<file path="src/rtl/core/afdc_pkg.sv">
// shared types, field sizes and digit helpers for the ascii frame deframer
// no dependencies; used by afdc_parser and ascii_frame_deframer_checksum
package afdc_pkg;

    // digit counts of the numeric header and trailer fields
    localparam int unsigned TYPE_DIGITS = 1;
    localparam int unsigned ID_DIGITS   = 5;
    localparam int unsigned SIZE_DIGITS = 3;
    localparam int unsigned HASH_DIGITS = 3;

    // field widths
    localparam int unsigned BYTE_W  = 8;
    localparam int unsigned TYPE_W  = 3;
    localparam int unsigned IDENT_W = 17;
    localparam int unsigned LEN_W   = 10;
    localparam int unsigned HASH_W  = 10;
    localparam int unsigned CNT_W   = 10;
    localparam int unsigned DIGIT_W = 4;

    // checksum modulus, sized for the one-step add and reduce
    localparam logic [HASH_W:0] HASH_MOD = 11'd666;

    // ascii digit range
    localparam logic [BYTE_W-1:0] ASCII_ZERO = 8'h30;
    localparam logic [BYTE_W-1:0] ASCII_NINE = 8'h39;

    // lowest and highest known frame type
    localparam logic [DIGIT_W-1:0] TYPE_MIN = 4'd1;
    localparam logic [DIGIT_W-1:0] TYPE_MAX = 4'd6;
    localparam logic [TYPE_W-1:0]  TYPE_UNKNOWN = 3'd0;

    // packed result beat width, rounded up to whole bytes
    localparam int unsigned RES_BITS = BYTE_W + TYPE_W + IDENT_W + LEN_W + 2 * HASH_W + 2;
    localparam int unsigned RES_W    = ((RES_BITS + 7) / 8) * 8;
    localparam int unsigned RES_PAD  = RES_W - RES_BITS;

    // frame walk
    typedef enum logic [6:0] {
        PH_IDLE = 7'b0000001,
        PH_TYPE = 7'b0000010,
        PH_ID   = 7'b0000100,
        PH_LEN  = 7'b0001000,
        PH_DATA = 7'b0010000,
        PH_HASH = 7'b0100000,
        PH_PAD  = 7'b1000000
    } t_phase;

    // one result beat
    typedef struct packed {
        logic                is_summary;
        logic [BYTE_W-1:0]   payload_byte;
        logic [TYPE_W-1:0]   msg_type;
        logic [IDENT_W-1:0]  msg_ident;
        logic [LEN_W-1:0]    payload_len;
        logic [HASH_W-1:0]   received_hash;
        logic [HASH_W-1:0]   computed_hash;
        logic                hash_ok;
        logic                format_error;
    } t_result;

    // true for an ascii decimal digit
    function automatic logic is_digit(input logic [BYTE_W-1:0] b);
        return (b >= ASCII_ZERO) && (b <= ASCII_NINE);
    endfunction

    // digit value, zero for a non-digit
    function automatic logic [DIGIT_W-1:0] digit_val(input logic [BYTE_W-1:0] b);
        logic [BYTE_W-1:0] diff;
        diff = b - ASCII_ZERO;
        return is_digit(b) ? diff[DIGIT_W-1:0] : '0;
    endfunction

endpackage

</file>
<file path="src/rtl/core/ascii_frame_deframer_checksum.sv">
// ascii frame deframer with mod-666 checksum: input register, parser, result register
// an accepted beat goes into the input register, its result beat then into the result register
// throughput: one beat per cycle unless m_axis_tready stalls; each yields zero or one result beat
// the input register and result register both take a new beat in the cycle the old one leaves
// reset: synchronous active-low i_rst_n empties both registers and returns the parser to idle
module ascii_frame_deframer_checksum (
    input  logic                         i_clk,
    input  logic                         i_rst_n,
    input  logic                         s_axis_tvalid,
    output logic                         s_axis_tready,
    input  logic [afdc_pkg::BYTE_W-1:0]  s_axis_tdata,   // data_byte
    input  logic                         s_axis_tuser,   // frame_start
    output logic                         m_axis_tvalid,
    input  logic                         m_axis_tready,
    // payload_byte, msg_type, msg_ident, payload_len, received_hash,
    // computed_hash, hash_ok, format_error, zero fill
    output logic [afdc_pkg::RES_W-1:0]   m_axis_tdata,
    output logic                         m_axis_tuser    // is_summary
);

    logic                         r_in_valid;
    logic [afdc_pkg::BYTE_W-1:0]  r_in_byte;
    logic                         r_in_start;
    logic                         r_out_valid;
    afdc_pkg::t_result            r_out;
    logic                         out_open;
    logic                         step;
    logic                         in_beat;
    logic                         res_valid;
    afdc_pkg::t_result            res;

    // handshake: the input register moves whenever the result register can load
    assign out_open      = ~r_out_valid | m_axis_tready;
    assign step          = r_in_valid & out_open;
    assign s_axis_tready = ~r_in_valid | out_open;
    assign in_beat       = s_axis_tvalid & s_axis_tready;

    // input register
    always_ff @(posedge i_clk) begin
        if (!i_rst_n) begin
            r_in_valid <= 1'b0;
        end else if (in_beat) begin
            r_in_valid <= 1'b1;
        end else if (step) begin
            r_in_valid <= 1'b0;
        end
    end

    always_ff @(posedge i_clk) begin
        if (in_beat) begin
            r_in_byte  <= s_axis_tdata;
            r_in_start <= s_axis_tuser;
        end
    end

    afdc_parser u_parser (
        .i_clk       (i_clk),
        .i_rst_n     (i_rst_n),
        .i_step      (step),
        .i_byte      (r_in_byte),
        .i_start     (r_in_start),
        .o_res_valid (res_valid),
        .o_res       (res)
    );

    // result register
    always_ff @(posedge i_clk) begin
        if (!i_rst_n) begin
            r_out_valid <= 1'b0;
        end else if (out_open) begin
            r_out_valid <= res_valid;
        end
    end

    always_ff @(posedge i_clk) begin
        if (out_open && res_valid) begin
            r_out <= res;
        end
    end

    // output beat packing
    assign m_axis_tvalid = r_out_valid;
    assign m_axis_tuser  = r_out.is_summary;
    assign m_axis_tdata  = {{afdc_pkg::RES_PAD{1'b0}},
                            r_out.format_error,
                            r_out.hash_ok,
                            r_out.computed_hash,
                            r_out.received_hash,
                            r_out.payload_len,
                            r_out.msg_ident,
                            r_out.msg_type,
                            r_out.payload_byte};

endmodule

</file>
<file path="src/rtl/core/afdc_parser.sv">
// frame parser: phase tracking, decimal field decode and mod-666 byte sum
// depends on afdc_pkg; one byte is consumed per i_step
module afdc_parser (
    input  logic                         i_clk,
    input  logic                         i_rst_n,
    input  logic                         i_step,
    input  logic [afdc_pkg::BYTE_W-1:0]  i_byte,
    input  logic                         i_start,
    output logic                         o_res_valid,
    output afdc_pkg::t_result            o_res
);

    afdc_pkg::t_phase                    r_phase, n_phase, eff_phase;
    logic [afdc_pkg::CNT_W-1:0]          r_count, n_count, cnt_b, cnt_inc;
    logic [afdc_pkg::TYPE_W-1:0]         r_type, n_type, type_b;
    logic [afdc_pkg::IDENT_W-1:0]        r_ident, n_ident, ident_b;
    logic [afdc_pkg::LEN_W-1:0]          r_len, n_len, len_b;
    logic [afdc_pkg::HASH_W-1:0]         r_run, n_run, run_b;
    logic [afdc_pkg::HASH_W-1:0]         r_hfield, n_hfield, hfield_b;
    logic                                r_err, n_err, err_b;
    logic                                dig_ok;
    logic [afdc_pkg::DIGIT_W-1:0]        dig;
    logic [afdc_pkg::HASH_W:0]           run_sum;
    logic                                res_hit;
    afdc_pkg::t_result                   res;

    // frame start clears the frame context before the byte is used
    always_comb begin
        eff_phase = i_start ? afdc_pkg::PH_TYPE : r_phase;
        cnt_b     = i_start ? '0 : r_count;
        type_b    = i_start ? '0 : r_type;
        ident_b   = i_start ? '0 : r_ident;
        len_b     = i_start ? '0 : r_len;
        run_b     = i_start ? '0 : r_run;
        hfield_b  = i_start ? '0 : r_hfield;
        err_b     = i_start ? 1'b0 : r_err;
        dig_ok    = afdc_pkg::is_digit(i_byte);
        dig       = afdc_pkg::digit_val(i_byte);
        cnt_inc   = cnt_b + 10'd1;
        run_sum   = {1'b0, run_b} + {3'b000, i_byte};
        if (run_sum >= afdc_pkg::HASH_MOD) begin
            run_sum = run_sum - afdc_pkg::HASH_MOD;
        end
    end

    // next state and result for one byte
    always_comb begin
        n_phase  = eff_phase;
        n_count  = cnt_b;
        n_type   = type_b;
        n_ident  = ident_b;
        n_len    = len_b;
        n_run    = run_b;
        n_hfield = hfield_b;
        n_err    = err_b;
        res      = '0;
        res_hit  = 1'b0;
        case (eff_phase)
            afdc_pkg::PH_TYPE: begin
                n_err  = err_b | ~dig_ok;
                n_type = (dig >= afdc_pkg::TYPE_MIN && dig <= afdc_pkg::TYPE_MAX)
                       ? dig[afdc_pkg::TYPE_W-1:0] : afdc_pkg::TYPE_UNKNOWN;
                if (cnt_inc >= afdc_pkg::TYPE_DIGITS) begin
                    n_count = '0;
                    n_phase = afdc_pkg::PH_ID;
                end else begin
                    n_count = cnt_inc;
                end
            end
            afdc_pkg::PH_ID: begin
                n_err   = err_b | ~dig_ok;
                n_ident = (ident_b << 3) + (ident_b << 1)
                        + {{(afdc_pkg::IDENT_W-afdc_pkg::DIGIT_W){1'b0}}, dig};
                if (cnt_inc >= afdc_pkg::ID_DIGITS) begin
                    n_count = '0;
                    n_phase = afdc_pkg::PH_LEN;
                end else begin
                    n_count = cnt_inc;
                end
            end
            afdc_pkg::PH_LEN: begin
                n_err = err_b | ~dig_ok;
                n_len = (len_b << 3) + (len_b << 1)
                      + {{(afdc_pkg::LEN_W-afdc_pkg::DIGIT_W){1'b0}}, dig};
                if (cnt_inc >= afdc_pkg::SIZE_DIGITS) begin
                    n_count = '0;
                    n_phase = (n_len == '0) ? afdc_pkg::PH_HASH : afdc_pkg::PH_DATA;
                end else begin
                    n_count = cnt_inc;
                end
            end
            afdc_pkg::PH_DATA: begin
                n_run = run_sum[afdc_pkg::HASH_W-1:0];
                if (cnt_inc >= len_b) begin
                    n_count = '0;
                    n_phase = afdc_pkg::PH_HASH;
                end else begin
                    n_count = cnt_inc;
                end
                res_hit          = 1'b1;
                res.payload_byte = i_byte;
            end
            afdc_pkg::PH_HASH: begin
                n_err    = err_b | ~dig_ok;
                n_hfield = (hfield_b << 3) + (hfield_b << 1)
                         + {{(afdc_pkg::HASH_W-afdc_pkg::DIGIT_W){1'b0}}, dig};
                if (cnt_inc >= afdc_pkg::HASH_DIGITS) begin
                    n_count           = '0;
                    n_phase           = afdc_pkg::PH_PAD;
                    res_hit           = 1'b1;
                    res.is_summary    = 1'b1;
                    res.msg_type      = type_b;
                    res.msg_ident     = ident_b;
                    res.payload_len   = len_b;
                    res.received_hash = n_hfield;
                    res.computed_hash = run_b;
                    res.hash_ok       = (n_hfield == run_b);
                    res.format_error  = n_err;
                end else begin
                    n_count = cnt_inc;
                end
            end
            default: begin
                // idle or padding: byte is dropped
            end
        endcase
    end

    assign o_res_valid = i_step & res_hit;
    assign o_res       = res;

    // frame context registers
    always_ff @(posedge i_clk) begin
        if (!i_rst_n) begin
            r_phase  <= afdc_pkg::PH_IDLE;
            r_count  <= '0;
            r_type   <= '0;
            r_ident  <= '0;
            r_len    <= '0;
            r_run    <= '0;
            r_hfield <= '0;
            r_err    <= 1'b0;
        end else if (i_step) begin
            r_phase  <= n_phase;
            r_count  <= n_count;
            r_type   <= n_type;
            r_ident  <= n_ident;
            r_len    <= n_len;
            r_run    <= n_run;
            r_hfield <= n_hfield;
            r_err    <= n_err;
        end
    end

    // running sum stays reduced
    a_run_reduced: assert property (@(posedge i_clk) disable iff (!i_rst_n)
        {1'b0, r_run} < afdc_pkg::HASH_MOD)
        else $error("running checksum out of range");

    // payload count never reaches the length while in the payload
    a_data_count: assert property (@(posedge i_clk) disable iff (!i_rst_n)
        (r_phase == afdc_pkg::PH_DATA) |-> (r_count < r_len))
        else $error("payload count passed frame length");

    // a payload beat only comes from the payload phase of the current frame
    a_payload_src: assert property (@(posedge i_clk) disable iff (!i_rst_n)
        (o_res_valid && !o_res.is_summary) |-> (r_phase == afdc_pkg::PH_DATA && !i_start))
        else $error("payload beat outside payload phase");

    // a summary closes the frame
    a_summary_pad: assert property (@(posedge i_clk) disable iff (!i_rst_n)
        (o_res_valid && o_res.is_summary) |=> (r_phase == afdc_pkg::PH_PAD))
        else $error("summary did not close the frame");

endmodule
</file>
<file path="config.mk">
export PLATFORM = sky130hd
export DESIGN_NAME = ascii_frame_deframer_checksum
export DESIGN_NICKNAME = d
export VERILOG_FILES = /design/src/rtl/core/afdc_pkg.sv /design/src/rtl/core/ascii_frame_deframer_checksum.sv /design/src/rtl/core/afdc_parser.sv
export SDC_FILE = /design/constraint.sdc
export NUM_CORES = 1
export LEC_CHECK = 0
export ABC_CLOCK_PERIOD_IN_PS = 4500
export BUFFER_PORTS_ARGS = -buffer_cell sky130_fd_sc_hd__buf_2
export CAP_MARGIN = 30
export CORE_MARGIN = 2
export CORE_UTILIZATION = 31
export DETAILED_ROUTE_END_ITERATION = 8
export GPL_TIMING_DRIVEN = 0
export MAX_ROUTING_LAYER = met4
export PLACE_DENSITY = 0.55
export RECOVER_POWER = 100
export SLEW_MARGIN = 20
export SYNTH_ARGS = -nofsm -noshare
export SYNTH_HDL_FRONTEND = slang
export SYNTH_SLANG_ARGS = --single-unit
</file>
<file path="constraint.sdc">
create_clock -name i_clk -period 4.5 [get_ports i_clk]
set_input_delay 0 -clock i_clk [delete_from_list [all_inputs] [get_ports i_clk]]
set_output_delay 0 -clock i_clk [all_outputs]
set_load 0.05 [all_outputs]
</file>
### Word-level counts from Yosys, hierarchy flattened

Cells that the tools add are included.

| storage, ports and cells | value |
|---|---|
| logic and storage cells | 96 |
| bits of input ports | 13 |
| register bits after elaboration | 139 |

| cells by class | value |
|---|---|
| muxes and demuxes | 33 |
| bitwise operators | 9 |
| $add $sub $neg | 10 |
| $lt $le $gt $ge | 9 |
| reductions and logical operators | 8 |
| eq/ne operators | 6 |

Operators by type and width:

| cell | number |
|---|---|
| 10-bit 2-to-1 mux | 10 |
| 7-bit 2-to-1 mux | 6 |
| 10-bit case mux with 4 select lines | 1 |
| 7-bit case mux with 5 select lines | 1 |
| 17-bit 2-to-1 mux | 2 |
| 10-bit adder | 2 |
| 10-bit by 4-bit adder with 10-bit output | 2 |
| 9-bit 2-to-1 mux | 2 |
| 17-bit adder | 1 |
| 17-bit by 4-bit adder with 17-bit output | 1 |
| 10-bit by 8-bit adder with 11-bit output | 1 |
| 11-bit by 10-bit >= comparator with 1-bit output (second input constant) | 1 |
| 10-bit by 1-bit adder with 10-bit output (second input constant) | 1 |
| 10-bit == test | 1 |
| 10-bit by 1-bit >= comparator with 1-bit output (second input constant) | 1 |
| 10-bit >= comparator | 1 |
| 10-bit by 2-bit >= comparator with 1-bit output (second input constant) | 1 |
| 10-bit by 3-bit >= comparator with 1-bit output (second input constant) | 1 |
| 10-bit zero test | 1 |
| 10-bit subtractor (second input constant) | 1 |
| 3-bit 2-to-1 mux | 3 |
| 8-bit by 6-bit >= comparator with 1-bit output (second input constant) | 1 |
| 8-bit by 6-bit less-or-equal comparator with 1-bit output (second input constant) | 1 |
| 7-bit by 2-bit == test with 1-bit output (second input constant) | 1 |
| other kinds (19) | 31 |

### Longest topological paths before layout

Gate-level depths: netlist (run 1).

| depth | value |
|---|---|
| depth after elaboration | 8 |
| gate-level depth with buffers | 20 |
| mapped depth without buffers | 14 |

### Modules after synthesis

Synthesis (run 1) repeated with hierarchy kept, for this count alone.

| unflattened totals | value |
|---|---|
| cells, all modules | 854 |
| area total of the unflattened synthesis | 8524.4 um^2 |

Modules (own cells, without submodules):

| module | cells each | area an instance (um^2) | instances | seq. area each (um^2) |
|---|---|---|---|---|
| afdc_parser | 769 | 6288.5 | 1 | 1341.3 |
| ascii_frame_deframer_checksum | 85 | 2235.9 | 1 | 2142.1 |

### Worst setup path after synthesis (run 1)

OpenSTA, ideal clock, no wires.

| timing | value |
|---|---|
| kind | flip-flop to flip-flop |
| from | reg r_in_start |
| to | reg r_out (netlist bit m_axis_tdata[0]), enable pin |
| cell stages (with the launch flop) | 17 |
| arrival | 4.410 ns |
| setup slack | -0.334 ns |
| period minus slack after synthesis | 4.834 ns |
| data required time | 4.076 ns |
| path through | edfxtp_1 buf_6 clkbuf_1 clkbuf_1 clkbuf_1 clkbuf_1 nand2b_1 inv_1 ha_1 nand2_1 or4_4 a41oi_2 nor4_4 nand2_1 nand2_1 inv_2 o21a_1 |

| between the ends | value |
|---|---|
| longest elaborated chain between the ends | 7 |
| elaborated cells on any way between the ends | 10 |

RTL lines:

| item | RTL line | text |
|---|---|---|
| from (decl) | ascii_frame_deframer_checksum.sv:23 | `logic r_in_start;` |
| from (signal assigned) | ascii_frame_deframer_checksum.sv:52 | `r_in_start <= s_axis_tuser;` |
| 10-bit 2-to-1 mux | afdc_parser.sv:30 | `cnt_b = i_start ? '0 : r_count;` |
| 10-bit by 1-bit adder with 10-bit output | afdc_parser.sv:39 | `cnt_inc = cnt_b + 10'd1;` |
| 10-bit by 2-bit >= comparator with 1-bit output | afdc_parser.sv:107 | `if (cnt_inc >= afdc_pkg::HASH_DIGITS) begin` |
| 1-bit 2-to-1 mux | afdc_parser.sv:107 |  |
| 1-bit case mux with 2 select lines * | afdc_parser.sv:58 | `case (eff_phase)` |
| 1-bit bitwise AND * | afdc_parser.sv:129 | `assign o_res_valid = i_step & res_hit;` |
| 1-bit logical AND * | ascii_frame_deframer_checksum.sv:76 | `if (out_open && res_valid) begin` |
| to (signal assigned) | ascii_frame_deframer_checksum.sv:77 | `r_out <= res;` |
| to (decl) | ascii_frame_deframer_checksum.sv:25 | `afdc_pkg::t_result r_out;` |

Mark *: on every way between the ends. The rest lies on a longest branch, timed or not.
A chain may end at the register's enable or synchronous reset.

### Final worst setup path (run 1)

| timing | value |
|---|---|
| from | reg r_in_start |
| to | reg u_parser.r_phase[5] |

| between the ends | value |
|---|---|
| longest elaborated chain between the ends | 7 |
| elaborated cells on any way between the ends | 23 |

RTL lines:

| item | RTL line | text |
|---|---|---|
| 10-bit 2-to-1 mux * | afdc_parser.sv:33 | `len_b = i_start ? '0 : r_len;` |
| via u_parser.len_b, one bit | afdc_parser.sv:17 | `logic [afdc_pkg::LEN_W-1:0] r_len, n_len, len_b;` |
| 10-bit adder | afdc_parser.sv:83 | `n_len = (len_b << 3) + (len_b << 1)` |
| 10-bit by 4-bit adder with 10-bit output | afdc_parser.sv:84 | `+ {{(afdc_pkg::LEN_W-afdc_pkg::DIGIT_W){1'b0}}, dig};` |
| 10-bit zero test | afdc_parser.sv:87 | `n_phase = (n_len == '0) ? afdc_pkg::PH_HASH : afdc_pkg::PH_DATA;` |
| 6-bit 2-to-1 mux | afdc_parser.sv:87 |  |
| 7-bit 2-to-1 mux | afdc_parser.sv:85 | `if (cnt_inc >= afdc_pkg::SIZE_DIGITS) begin` |
| 7-bit case mux with 5 select lines * | afdc_parser.sv:58 |  |
| to (signal assigned) | afdc_parser.sv:135 | `r_phase <= afdc_pkg::PH_IDLE;` |
| to (signal assigned) | afdc_parser.sv:144 | `r_phase <= n_phase;` |
| to (decl) | afdc_parser.sv:13 | `afdc_pkg::t_phase r_phase, n_phase, eff_phase;` |

Mark *: on every way through the listed nets, which the timed path passes. The rest lies on a longest branch.

==> run_summary.xml, run 1 <==
<?xml version="1.0" encoding="UTF-8"?>
<metrics>
  <group name="clocking">
    <metric name="ctsRootBufferMaster" unit="">sky130_fd_sc_hd__clkbuf_16</metric>
    <metric name="clk_path_buf_depth" unit="">2</metric>
    <metric name="cts_num_sinks" unit="">139</metric>
    <metric name="tritoncts" unit="">done</metric>
    <metric name="tritoncts.num_buffers" unit="">17</metric>
    <metric name="h-tree-depth" unit="">4</metric>
    <metric name="clock_latency" unit="ns">0.43</metric>
    <metric name="clk_transition_reported_paths" unit="ns">0.06</metric>
  </group>
  <group name="yosys">
    <metric name="synth_seq_cells" unit="">139</metric>
    <metric name="syn-instance-count" unit="">888</metric>
    <metric name="synth_top_flop_cell" unit="">sky130_fd_sc_hd__edfxtp_1</metric>
    <metric name="mappedNetlistArea" unit="um^2">8610</metric>
    <metric name="synth.largest_area_cell" unit="">sky130_fd_sc_hd__edfxtp_1</metric>
    <metric name="area_fraction_of_the_dominant_cell_type_after_synthesis" unit="">0.244</metric>
    <metric name="yosys_synthesis_warning_count" unit="">0</metric>
    <metric name="synth_seq_area_share" unit="">0.405</metric>
    <metric name="synth.top_cells.by_area" unit="">sky130_fd_sc_hd__edfxtp_1, sky130_fd_sc_hd__dfxtp_1, sky130_fd_sc_hd__ha_1, sky130_fd_sc_hd__nor2_1, sky130_fd_sc_hd__and2_1</metric>
    <metric name="synth.avg_cell_area" unit="um^2">9.70</metric>
    <metric name="async_reset_ff_frac" unit="">0</metric>
    <metric name="post_synth_edffs" unit="">70</metric>
    <metric name="synth.distinct_cells" unit="">72</metric>
  </group>
  <group name="global_routing">
    <metric name="grt_pass1_vias" unit="">6875</metric>
    <metric name="grt_max_degree" unit="">46</metric>
    <metric name="track_usage" unit="">0.172</metric>
    <metric name="grt.busiest_layer" unit="">met2</metric>
    <metric name="antenna_violations_before_repair" unit="">0</metric>
    <metric name="grt.overflow.total" unit="">0</metric>
    <metric name="first_pass_grt_wire_length" unit="mm">37.2</metric>
    <metric name="use_met2" unit="">0.273</metric>
    <metric name="groute.layer.met3.usage" unit="">0.0254</metric>
    <metric name="grt_util_met1" unit="">0.224</metric>
  </group>
  <group name="sta">
    <metric name="final_min_period_over_clock_period" unit="">0.980</metric>
    <metric name="relSlewSlack" unit="">0.212</metric>
    <metric name="hold_violations" unit="">0</metric>
    <metric name="tightest_slew" unit="ns">1.17</metric>
    <metric name="skew" unit="ns">0.00991</metric>
    <metric name="min_period" unit="ns">4.41</metric>
    <metric name="slew_violations" unit="">0</metric>
    <metric name="setup-violations-final" unit="">0</metric>
    <metric name="fmaxAchievable" unit="GHz">0.227</metric>
  </group>
  <group name="layout">
    <metric name="area_growth_syn_to_layout" unit="%">20.3</metric>
    <metric name="count_of_nets_after_finishing" unit="">1104</metric>
    <metric name="drive_above_1_share" unit="">0.0854</metric>
    <metric name="layout_commonest_cell" unit="">sky130_fd_sc_hd__nor2_1</metric>
    <metric name="fill_cells" unit="">2773</metric>
    <metric name="instances_no_fill" unit="">1398</metric>
    <metric name="most-common-layout-cells" unit="">sky130_fd_sc_hd__nor2_1, sky130_fd_sc_hd__clkbuf_1, sky130_fd_sc_hd__ha_1</metric>
  </group>
  <group name="detailed_routing">
    <metric name="avgViaCountPerCell" unit="">5.08</metric>
    <metric name="drc" unit="">0</metric>
    <metric name="drt-pass1-iter-count" unit="">6</metric>
    <metric name="drtIter0Drc" unit="">430</metric>
    <metric name="routed-via-count" unit="">7098</metric>
    <metric name="finalWirelength" unit="mm">23.8</metric>
    <metric name="wl_per_cell" unit="um">17.1</metric>
    <metric name="drtAntennaViolNets" unit="">0</metric>
  </group>
  <group name="critical_path">
    <metric name="crit_path_start_kind" unit="">flip-flop</metric>
    <metric name="cpMostUsedCell" unit="">sky130_fd_sc_hd__clkbuf_8</metric>
    <metric name="crit_path_cell_trace" unit="">buf_6, clkbuf_8, clkbuf_8, clkbuf_8, clkbuf_8, nor2b_4, fa_1, fa_2, a211oi_4, nor4b_1, or4_4, or2_0, a211o_1, or3b_1, a31oi_1</metric>
    <metric name="crit_path_max_incr_delay" unit="ns">0.55</metric>
    <metric name="signal_arrival_time_at_the_worst_endpoint" unit="ns">4.75</metric>
    <metric name="worst_path_required" unit="ns">4.85</metric>
    <metric name="path_max_fanout" unit="">10</metric>
    <metric name="cpMaxStageDelayCell" unit="">sky130_fd_sc_hd__or4_4</metric>
    <metric name="cp-end-kind" unit="">flip-flop</metric>
    <metric name="setup.worst_path.class" unit="">reg -&gt; reg</metric>
  </group>
  <group name="die">
    <metric name="start_util" unit="">0.313</metric>
    <metric name="fp.dieW" unit="um">171</metric>
    <metric name="placeableCoreArea" unit="um^2">27600</metric>
    <metric name="num_rows" unit="">61</metric>
    <metric name="die_height" unit="um">171</metric>
    <metric name="design.die.area" unit="um^2">29100</metric>
    <metric name="ios" unit="">80</metric>
  </group>
  <group name="placed_design">
    <metric name="placed_cells_incl_taps" unit="">1346</metric>
    <metric name="number_of_input_and_output_port_buffers_inserted" unit="">74</metric>
    <metric name="routabilityCongestion" unit="">0.897</metric>
    <metric name="place_hpwl" unit="mm">17.7</metric>
  </group>
  <group name="power_and_ir_drop">
    <metric name="cellPowerDensity" unit="nW/um^2">290</metric>
    <metric name="design_power_total" unit="mW">3.01</metric>
    <metric name="total_leakage_power" unit="nW">4.43</metric>
    <metric name="ir_drop" unit="uV">244</metric>
  </group>
  <group name="run_status">
    <metric name="run_status" unit="">completed</metric>
  </group>
  <group name="job">
    <metric name="cap_viol_max_count" unit="">0</metric>
  </group>
  <group name="hold_path">
    <metric name="hold_path.class" unit="">in -&gt; reg</metric>
  </group>
</metrics>
==> per-stage QoR <==
stage / hold slack, ns / worst slack, ns / utilization / TNS (ns) / area [um^2]
floorplan: 0.0989 / 0.0442 / - / 0 / 8630
global placement: 0.179 / -1.50 / 0.344 / -172.70 / 9470
detailed placement: 0.178 / -1.25 / 0.345 / -142.78 / 9510
CTS: 0.0345 / 0.00877 / 0.376 / 0 / 10400
global route: 0.0577 / -0.0000622 / 0.376 / -0.0000622 / 10400
finish: 0.0348 / 0.0915 / 0.376 / 0 / 10400
==> worst paths after layout <==
path | startpoint | to | slack, ns | cells after the start
worst min-delay path | i_rst_n | u_parser.r_phase[0] | 0.03 | 2
worst max register to register | r_in_start | u_parser.r_phase[5] | 0.09 | 15
worst min register to register | u_parser.r_run[7] | u_parser.r_run[7] | 0.45 | 2
worst max-delay path | r_in_start | u_parser.r_phase[5] | 0.09 | 15
==> cell usage after synthesis (5+ instances only) <==
master / count
sky130_fd_sc_hd__o21a_1: 7
sky130_fd_sc_hd__o211ai_1: 9
sky130_fd_sc_hd__xor2_1: 15
sky130_fd_sc_hd__nand3_1: 21
sky130_fd_sc_hd__a211oi_1: 9
sky130_fd_sc_hd__a21oi_1: 35
sky130_fd_sc_hd__nand2b_1: 25
sky130_fd_sc_hd__nor2b_1: 39
sky130_fd_sc_hd__or4_1: 6
sky130_fd_sc_hd__a311oi_1: 5
sky130_fd_sc_hd__nor3_1: 25
sky130_fd_sc_hd__a21o_1: 13
sky130_fd_sc_hd__a22oi_1: 36
sky130_fd_sc_hd__nor2_1: 91
sky130_fd_sc_hd__clkbuf_1: 27
sky130_fd_sc_hd__and3_1: 9
sky130_fd_sc_hd__fa_1: 7
sky130_fd_sc_hd__edfxtp_1: 70
sky130_fd_sc_hd__ha_1: 78
sky130_fd_sc_hd__o21ai_1: 5
sky130_fd_sc_hd__nand2_1: 40
sky130_fd_sc_hd__dfxtp_1: 69
sky130_fd_sc_hd__or3_1: 8
sky130_fd_sc_hd__a31oi_1: 8
sky130_fd_sc_hd__o21ai_0: 26
sky130_fd_sc_hd__a22o_1: 10
sky130_fd_sc_hd__inv_1: 33
sky130_fd_sc_hd__o31ai_1: 9
sky130_fd_sc_hd__and2_1: 53
sky130_fd_sc_hd__a32oi_1: 6
sky130_fd_sc_hd__xnor2_1: 23
==> state kept, by name (all words and copies together) (netlist names) <==
name               flops
m_axis_tdata          60
u_parser.r_ident      17
u_parser.r_count      10
u_parser.r_len        10
u_parser.r_run        10
u_parser.r_hfield      9
r_in_byte              8
u_parser.r_phase       7
u_parser.r_type        3
m_axis_tuser           1
m_axis_tvalid          1
r_in_start             1
r_in_valid             1
u_parser.r_err         1
==> per-layer routing <==
metal	up-vias	wire (um)
li1	3500	-
met1	3388	11200
met2	177	11200
met3	33	981
met4	0	417
met5	-	0
==> final cells by class <==
class,instances,area (um^2),area share
clock inverter,14,196,0.0190
buffer,34,213,0.0205
sequential,139,3480,0.336
timing repair buffer,96,480,0.0464
multi-input combinational,683,4950,0.478
inverter,35,131,0.0127
antenna,1,2.50,0.000241
tap,378,473,0.0456
clock buffer,18,429,0.0414
==> critical path: cells and delay by family (launching register included) <==
kind | cells | cell delay (ns)
simple gates | 5 | 1.41
buf+inv | 5 | 0.87
fa+ha+maj | 2 | 0.86
compound gates | 3 | 0.75
flops | 1 | 0.43
==> power breakdown <==
group	switching, mW	internal, mW
Combinational	0.106	0.0571
Sequential	0.0106	1.33
Clock	0.573	0.930
==> cell families (layout without fill, tap and decap cells) <==
| logic type | Yosys count | in the layout | synth area share |
|---|---|---|---|
| AOI/OAI and AO/OA | 204 | 204 | 0.166 |
| xor gates and xnor gates | 40 | 40 | 0.0439 |
| adders and majority gates | 85 | 85 | 0.130 |
| buffers and inverters | 69 | 197 | 0.0336 |
| DFF | 139 | 139 | 0.405 |
| muxes | 5 | 5 | 0.00596 |
| other | 1 | 5 | 0.000436 |
| and+or+nand+nor | 345 | 345 | 0.216 |
==> repair_timing <==
| action | 4_1_cts | 5_1_grt |
|---|---|---|
| hold buffers | 12 | 0 |
| setup buffers | 1 | 6 |
| hold endpoints to repair | 11 | 0 |
| pin swaps | 3 | 5 |
| setup endpoints to repair | 154 | 115 |
| resized for setup | 26 | 13 |
Note: power is estimated with default switching activity, not from simulation.
==> run 2: changes to the inputs <==
--- a/config.mk
+++ b/config.mk
@@ -5,6 +5,7 @@
 export SDC_FILE = /design/constraint.sdc
 export NUM_CORES = 1
 export LEC_CHECK = 0
+export ABC_AREA = 1
 export ABC_CLOCK_PERIOD_IN_PS = 4500
 export BUFFER_PORTS_ARGS = -buffer_cell sky130_fd_sc_hd__buf_2
 export CAP_MARGIN = 30
==> run_summary.xml, run 2 <==
<?xml version="1.0" encoding="UTF-8"?>
<metrics>
  <group name="detailed_routing">
    <metric name="routed-via-count" unit="">8595</metric>
    <metric name="finalWirelength" unit="mm">28.4</metric>
    <metric name="avgViaCountPerCell" unit="">4.94</metric>
    <metric name="drc" unit="">0</metric>
    <metric name="drtIter0Drc" unit="">766</metric>
    <metric name="wl_per_cell" unit="um">16.3</metric>
    <metric name="drtAntennaViolNets" unit="">0</metric>
    <metric name="drt-pass1-iter-count" unit="">5</metric>
  </group>
  <group name="power_and_ir_drop">
    <metric name="internal_cell_power" unit="mW">2.29</metric>
    <metric name="netSwitchingFraction" unit="">0.275</metric>
    <metric name="share_seq_of_total_power" unit="">0.434</metric>
    <metric name="total_leakage_power" unit="nW">5.02</metric>
    <metric name="cellPowerDensity" unit="nW/um^2">293</metric>
    <metric name="p_switching" unit="uW">867</metric>
    <metric name="combinationalPowerShare" unit="">0.133</metric>
    <metric name="clock_power_share" unit="">0.433</metric>
    <metric name="ir_drop" unit="uV">192</metric>
  </group>
  <group name="critical_path">
    <metric name="path_max_fanout" unit="">31</metric>
    <metric name="crit_path_cell_trace" unit="">buf_6, buf_2, nor2_1, ha_1, nand3_2, nor2_1, nand4_1, nand2_1, nand2_1, nor2_1, nand2_2, nor2_4, inv_2, nand2_2, inv_2, o21ai_1, inv_4, buf_12</metric>
    <metric name="cpMaxStageDelayCell" unit="">sky130_fd_sc_hd__edfxtp_1</metric>
    <metric name="signal_arrival_time_at_the_worst_endpoint" unit="ns">4.32</metric>
    <metric name="crit_path_max_incr_delay" unit="ns">0.43</metric>
    <metric name="r2r_slack" unit="ns">0.34</metric>
    <metric name="crit_path_start_kind" unit="">flip-flop</metric>
    <metric name="setup.worst_path.class" unit="">reg -&gt; reg</metric>
    <metric name="cp-end-kind" unit="">flip-flop</metric>
    <metric name="worst_path_required" unit="ns">4.66</metric>
    <metric name="cpMostUsedCell" unit="">sky130_fd_sc_hd__nor2_1</metric>
  </group>
  <group name="layout">
    <metric name="count_of_nets_after_finishing" unit="">1435</metric>
    <metric name="regArea" unit="um^2">3480</metric>
    <metric name="fill_cells" unit="">3214</metric>
    <metric name="multiInputGateArea" unit="um^2">4870</metric>
    <metric name="drive_above_1_share" unit="">0.0607</metric>
    <metric name="largest_register_ffs" unit="">60</metric>
    <metric name="antennaDiodeCount" unit="">0</metric>
    <metric name="area_growth_syn_to_layout" unit="%">15.5</metric>
    <metric name="most-common-layout-cells" unit="">sky130_fd_sc_hd__nand2_1, sky130_fd_sc_hd__inv_1, sky130_fd_sc_hd__nor2_1</metric>
    <metric name="final_area" unit="um^2">10800</metric>
    <metric name="layout_commonest_cell" unit="">sky130_fd_sc_hd__nand2_1</metric>
  </group>
  <group name="yosys">
    <metric name="mappedNetlistArea" unit="um^2">9330</metric>
    <metric name="yosys.cell_count.top_type" unit="">sky130_fd_sc_hd__nand2_1</metric>
    <metric name="area_fraction_of_the_dominant_cell_type_after_synthesis" unit="">0.225</metric>
    <metric name="yosys_synthesis_warning_count" unit="">0</metric>
    <metric name="synth.distinct_cells" unit="">49</metric>
    <metric name="async_reset_ff_frac" unit="">0</metric>
    <metric name="synth_seq_cells" unit="">139</metric>
    <metric name="synth_common_cells" unit="">sky130_fd_sc_hd__nand2_1, sky130_fd_sc_hd__inv_1, sky130_fd_sc_hd__nor2_1, sky130_fd_sc_hd__a21oi_1, sky130_fd_sc_hd__ha_1</metric>
    <metric name="post_synth_and_or_nand_nor_area_fraction" unit="">0.247</metric>
    <metric name="synth-compound-area-share" unit="">0.130</metric>
    <metric name="post_synth_edffs" unit="">70</metric>
    <metric name="synth.mux.area_fraction" unit="">0</metric>
    <metric name="synth.largest_area_cell" unit="">sky130_fd_sc_hd__edfxtp_1</metric>
    <metric name="synth_top_flop_cell" unit="">sky130_fd_sc_hd__edfxtp_1</metric>
    <metric name="syn-instance-count" unit="">1227</metric>
    <metric name="largest_family_of_logic_cells_by_synthesized_area" unit="">simple AND/OR/NAND/NOR gates</metric>
    <metric name="synth.avg_cell_area" unit="um^2">7.60</metric>
    <metric name="synth.top_cells.by_area" unit="">sky130_fd_sc_hd__edfxtp_1, sky130_fd_sc_hd__dfxtp_1, sky130_fd_sc_hd__ha_1, sky130_fd_sc_hd__nand2_1, sky130_fd_sc_hd__inv_1</metric>
    <metric name="yosys.area_share.adder" unit="">0.120</metric>
    <metric name="synth_area_in_xor_xnor" unit="">0.0282</metric>
    <metric name="synth_seq_area_share" unit="">0.373</metric>
  </group>
  <group name="sta">
    <metric name="tightest_slew" unit="ns">1.83</metric>
    <metric name="fmaxAchievable" unit="GHz">0.240</metric>
    <metric name="relSlewSlack" unit="">-0.228</metric>
    <metric name="setup-violations-final" unit="">0</metric>
    <metric name="worst_hold_slack" unit="ns">0.180</metric>
    <metric name="setup-tns-final" unit="ns">0</metric>
    <metric name="layout_setup_ws" unit="ns">0.342</metric>
    <metric name="min_period" unit="ns">4.16</metric>
    <metric name="slew_violations" unit="">10</metric>
    <metric name="final_min_period_over_clock_period" unit="">0.924</metric>
    <metric name="hold_violations" unit="">0</metric>
    <metric name="skew" unit="ns">0.0138</metric>
    <metric name="rsz0062_at_grt" unit="">false</metric>
  </group>
  <group name="die">
    <metric name="ios" unit="">80</metric>
    <metric name="die_height" unit="um">177</metric>
    <metric name="num_rows" unit="">63</metric>
    <metric name="fp.dieW" unit="um">177</metric>
    <metric name="design.die.area" unit="um^2">31500</metric>
    <metric name="start_util" unit="">0.315</metric>
    <metric name="placeableCoreArea" unit="um^2">29600</metric>
  </group>
  <group name="clocking">
    <metric name="cts_num_sinks" unit="">139</metric>
    <metric name="h-tree-depth" unit="">4</metric>
    <metric name="clk_transition_reported_paths" unit="ns">0.06</metric>
    <metric name="tritoncts" unit="">done</metric>
    <metric name="cts_post_setup_buffers_inserted" unit="">0</metric>
    <metric name="clk_path_buf_depth" unit="">2</metric>
    <metric name="clock_latency" unit="ns">0.44</metric>
    <metric name="tritoncts.num_buffers" unit="">17</metric>
    <metric name="ctsRootBufferMaster" unit="">sky130_fd_sc_hd__clkbuf_16</metric>
  </group>
  <group name="global_routing">
    <metric name="grt_pass1_vias" unit="">8096</metric>
    <metric name="grt_max_degree" unit="">32</metric>
    <metric name="first_pass_grt_wire_length" unit="mm">44.4</metric>
    <metric name="antenna_violations_before_repair" unit="">0</metric>
    <metric name="grt.overflow.total" unit="">0</metric>
    <metric name="track_usage" unit="">0.189</metric>
  </group>
  <group name="placed_design">
    <metric name="preCtsSetupSlack" unit="ns">-0.417</metric>
    <metric name="place_hpwl" unit="mm">21.6</metric>
    <metric name="number_of_input_and_output_port_buffers_inserted" unit="">75</metric>
    <metric name="routabilityCongestion" unit="">0.902</metric>
    <metric name="post_dp_cell_area" unit="um^2">10200</metric>
  </group>
  <group name="run_status">
    <metric name="violations" unit="">capacitance limit, slew limit</metric>
    <metric name="run_status" unit="">finished with violations</metric>
  </group>
  <group name="job">
    <metric name="cap_viol_max_count" unit="">1</metric>
  </group>
  <group name="hold_path">
    <metric name="hold_path.class" unit="">in -&gt; reg</metric>
  </group>
</metrics>
## run 2: cell types whose count changed after synthesis, sizes merged, moves of 49 or more
cell and delta:
and2 -53, nand2 +218, nand3 +49, a21oi +71
nor2 +52, inv +154
## run 2: final cells by class
class / instances / share of cell area
Buffer: 47 / 0.0204
Clock buffer: 22 / 0.0412
Clock inverter: 10 / 0.00929
Inverter: 190 / 0.0669
Multi-Input combinational cell: 853 / 0.452
Sequential cell: 139 / 0.323
Tap cell: 390 / 0.0453
Timing Repair Buffer: 89 / 0.0414
## run 2: power groups by stage
stage	Combinational, mW	Sequential (mW)	Clock, mW
after floorplan	0.294	1.39	0
after global routing	0.467	1.37	1.45
after global placement	0.406	1.40	0
after CTS	0.420	1.37	1.39
final	0.419	1.37	1.37
after detailed placement	0.410	1.40	0
## run 2: logic make-up (layout without fill, tap and decap cells)
kind of cell,count (synthesis),in the layout
compound gates,211,211
buf+inv,238,358
simple gates,523,523
other cells,1,4
fa+ha+maj,85,85
flops,139,139
xor+xnor,30,30
## run 2: path summary, 6_finish.rpt
path | cells after the start | startpoint | endpoint
setup reg to reg | 18 | r_in_start | m_axis_tdata[14]
hold reg to reg | 2 | u_parser.r_phase[0] | u_parser.r_phase[0]
hold / removal | 4 | i_rst_n | u_parser.r_count[9]
setup / recovery | 18 | r_in_start | m_axis_tdata[14]
## run 2: critical path, delay by kind of cell, from the launching register on
kind / cells / cell delay, ns
AND/OR/NAND/NOR: 10 / 1.58
buffers and inverters: 6 / 1.19
adder cells (fa/ha/maj): 1 / 0.27
flip-flops: 1 / 0.43
AO/OA/AOI/OAI: 1 / 0.36
## run 2: routing by layer
metal	routed length, um	GRT usage
met5	0	-
met4	652	0.0622
met3	1460	0.0266
met2	13000	0.301
met1	13200	0.248
## run 2: timing repair
item / CTS / global route
gates resized for setup: 1 / 2
hold buffers: 13 / 0
setup endpoints to repair: 64 / 2
hold endpoints to repair: 11 / 0
## run 2: stage by stage
stage	cells	util	power, mW
2_1_floorplan	1230	-	1.69
6_report	1740	0.364	3.16
3_5_place_dp	1696	0.345	1.81
4_1_cts	1740	0.368	3.18
5_1_grt	1740	0.364	3.29
3_3_place_gp	1695	0.344	1.80
==> run 3: changes to the inputs <==
--- a/config.mk
+++ b/config.mk
@@ -10,11 +10,11 @@
 export BUFFER_PORTS_ARGS = -buffer_cell sky130_fd_sc_hd__buf_2
 export CAP_MARGIN = 30
 export CORE_MARGIN = 2
-export CORE_UTILIZATION = 31
+export CORE_UTILIZATION = 40
 export DETAILED_ROUTE_END_ITERATION = 8
 export GPL_TIMING_DRIVEN = 0
 export MAX_ROUTING_LAYER = met4
-export PLACE_DENSITY = 0.55
+export PLACE_DENSITY = 0.65
 export RECOVER_POWER = 100
 export SLEW_MARGIN = 20
 export SYNTH_ARGS = -nofsm -noshare
==> run_summary.xml, run 3 (synthesis gave the netlist of run 2 again) <==
<?xml version="1.0" encoding="UTF-8"?>
<metrics>
  <group name="run_status">
    <metric name="run_status" unit="">finished with violations</metric>
    <metric name="violations" unit="">capacitance limit, slew limit</metric>
  </group>
  <group name="clocking">
    <metric name="h-tree-depth" unit="">4</metric>
    <metric name="clk_path_buf_depth" unit="">2</metric>
    <metric name="ctsRootBufferMaster" unit="">sky130_fd_sc_hd__clkbuf_16</metric>
    <metric name="tritoncts" unit="">done</metric>
    <metric name="cts_num_sinks" unit="">139</metric>
    <metric name="clock_latency" unit="ns">0.44</metric>
    <metric name="tritoncts.num_buffers" unit="">17</metric>
    <metric name="clk_transition_reported_paths" unit="ns">0.06</metric>
  </group>
  <group name="layout">
    <metric name="most-common-layout-cells" unit="">sky130_fd_sc_hd__nand2_1, sky130_fd_sc_hd__inv_1, sky130_fd_sc_hd__nor2_1</metric>
    <metric name="antennaDiodeCount" unit="">0</metric>
    <metric name="area_growth_syn_to_layout" unit="%">15.1</metric>
    <metric name="drive_above_1_share" unit="">0.0630</metric>
    <metric name="layout_commonest_cell" unit="">sky130_fd_sc_hd__nand2_1</metric>
    <metric name="largest_register_ffs" unit="">60</metric>
    <metric name="count_of_nets_after_finishing" unit="">1435</metric>
    <metric name="instances_no_fill" unit="">1663</metric>
  </group>
  <group name="sta">
    <metric name="tightest_slew" unit="ns">1.79</metric>
    <metric name="setup-violations-final" unit="">0</metric>
    <metric name="hold_violations" unit="">0</metric>
    <metric name="final_min_period_over_clock_period" unit="">0.953</metric>
    <metric name="skew" unit="ns">0.00808</metric>
    <metric name="fmaxAchievable" unit="GHz">0.233</metric>
    <metric name="slew_violations" unit="">10</metric>
    <metric name="min_period" unit="ns">4.29</metric>
    <metric name="rsz0062_at_grt" unit="">false</metric>
    <metric name="setup-tns-final" unit="ns">0</metric>
    <metric name="relSlewSlack" unit="">-0.202</metric>
  </group>
  <group name="critical_path">
    <metric name="path_max_fanout" unit="">39</metric>
    <metric name="r2r_slack" unit="ns">0.21</metric>
    <metric name="worst_path_required" unit="ns">4.67</metric>
    <metric name="crit_path_max_incr_delay" unit="ns">0.43</metric>
    <metric name="signal_arrival_time_at_the_worst_endpoint" unit="ns">4.46</metric>
    <metric name="cpMostUsedCell" unit="">sky130_fd_sc_hd__nor2_1</metric>
    <metric name="r2r_start" unit="">r_in_start</metric>
    <metric name="setup.worst_path.class" unit="">reg -&gt; reg</metric>
    <metric name="cpMaxStageDelayCell" unit="">sky130_fd_sc_hd__edfxtp_1</metric>
    <metric name="critical_path.startpoint" unit="">r_in_start</metric>
    <metric name="crit_path_start_kind" unit="">flip-flop</metric>
    <metric name="crit_path_cell_trace" unit="">buf_6, buf_2, nor2_1, ha_1, nand3_2, nor2_1, nand4_1, nand2_1, nand2_1, nor2_1, nand2_2, nor2_1, inv_2, nand2_2, inv_1, o21ai_1, inv_4, buf_12</metric>
    <metric name="cp-end-kind" unit="">flip-flop</metric>
  </group>
  <group name="global_routing">
    <metric name="groute.layer.met3.usage" unit="">0.0357</metric>
    <metric name="track_usage" unit="">0.235</metric>
    <metric name="first_pass_grt_wire_length" unit="mm">43.1</metric>
    <metric name="grt.overflow.total" unit="">0</metric>
    <metric name="grt_pass1_vias" unit="">8320</metric>
    <metric name="antenna_violations_before_repair" unit="">0</metric>
    <metric name="use_met2" unit="">0.375</metric>
    <metric name="grt_max_degree" unit="">40</metric>
    <metric name="grt_util_met1" unit="">0.297</metric>
    <metric name="grt.busiest_layer" unit="">met2</metric>
  </group>
  <group name="die">
    <metric name="ios" unit="">80</metric>
    <metric name="die_height" unit="um">157</metric>
    <metric name="placeableCoreArea" unit="um^2">22800</metric>
    <metric name="num_rows" unit="">55</metric>
    <metric name="fp.dieW" unit="um">157</metric>
    <metric name="design.die.area" unit="um^2">24600</metric>
    <metric name="start_util" unit="">0.410</metric>
  </group>
  <group name="detailed_routing">
    <metric name="wl_per_cell" unit="um">16.3</metric>
    <metric name="routed-via-count" unit="">8602</metric>
    <metric name="drtAntennaViolNets" unit="">0</metric>
    <metric name="avgViaCountPerCell" unit="">5.17</metric>
    <metric name="drc" unit="">0</metric>
    <metric name="drtIter0Drc" unit="">667</metric>
    <metric name="drt-pass1-iter-count" unit="">6</metric>
    <metric name="finalWirelength" unit="mm">27.0</metric>
  </group>
  <group name="power_and_ir_drop">
    <metric name="total_leakage_power" unit="nW">5.04</metric>
    <metric name="ir_drop" unit="uV">243</metric>
    <metric name="cellPowerDensity" unit="nW/um^2">306</metric>
  </group>
  <group name="hold_path">
    <metric name="hold_path_startpoint" unit="">i_rst_n</metric>
    <metric name="hold_path.class" unit="">in -&gt; reg</metric>
  </group>
  <group name="placed_design">
    <metric name="routabilityCongestion" unit="">0.951</metric>
    <metric name="place_hpwl" unit="mm">20.3</metric>
    <metric name="number_of_input_and_output_port_buffers_inserted" unit="">75</metric>
    <metric name="placed_cells_incl_taps" unit="">1619</metric>
  </group>
  <group name="job">
    <metric name="cap_viol_max_count" unit="">1</metric>
  </group>
</metrics>
run 3: cell count changes in the layout (fill, tap and decap cells not counted), sizes merged:
cell      before  now
buf           32   29
inv          188  191
bufinv         2    4
clkbuf       113  111
clkinv         9    7
clkinvlp       1    3
run 3: worst paths after layout:
path,depth (start not counted),endpoint
hold reg to reg,2,u_parser.r_run[7]
hold / removal,4,u_parser.r_count[2]
setup / recovery,18,m_axis_tdata[23]
setup reg to reg,18,m_axis_tdata[23]
run 3: metal layers:
metal,share of wire,up-vias
met3,0.067,66
li1,-,4272
met5,0,-
met4,0.036,0
met2,0.46,292
met1,0.44,3972
run 3: area by class of cell:
type | instances | area (um^2)
Tap cell | 313 | 392
Fill cell | 2297 | 12000
Clock inverter | 15 | 196
Timing Repair Buffer | 89 | 447
Buffer | 47 | 210
Sequential cell | 139 | 3480
Inverter | 190 | 721
Multi-Input combinational cell | 853 | 4870
Clock buffer | 17 | 425
run 3: worst max-delay path, delay by kind of cell (launching register included):
kind | cells | cell delay [ns]
AND/OR/NAND/NOR | 10 | 1.70
buffers and inverters | 6 | 1.16
flip-flops | 1 | 0.43
AO/OA/AOI/OAI | 1 | 0.37
adder cells (fa/ha/maj) | 1 | 0.27
run 3: power by group:
group	internal [mW]	switching [mW]
registers	1.35	0.0198
clock network	0.927	0.581
logic	0.131	0.283
total	2.41	0.883
run 3: timing repair:
item / 4_1_cts / 5_1_grt
resized for setup: 1 / 1
buffers inserted: 0 / 0
gates cloned: 0 / 0
endpoints found under the setup margin: 64 / 46
hold buffers: 13 / 0
endpoints found under the hold margin: 11 / 0
run 3: per-stage QoR:
step                power (mW)  setup WS (ns)  instance area, um^2  hold WS, ns  utilization
finish                    3.29          0.212                10700        0.201        0.472
CTS                       3.31         0.0582                10900        0.197        0.478
detailed placement        1.80         -0.228                10100        0.178        0.445
global placement          1.80          -1.27                10100        0.177        0.444
floorplan                 1.69          0.516                 9340       0.0989            -
global route              3.41         0.0142                10700        0.226        0.472
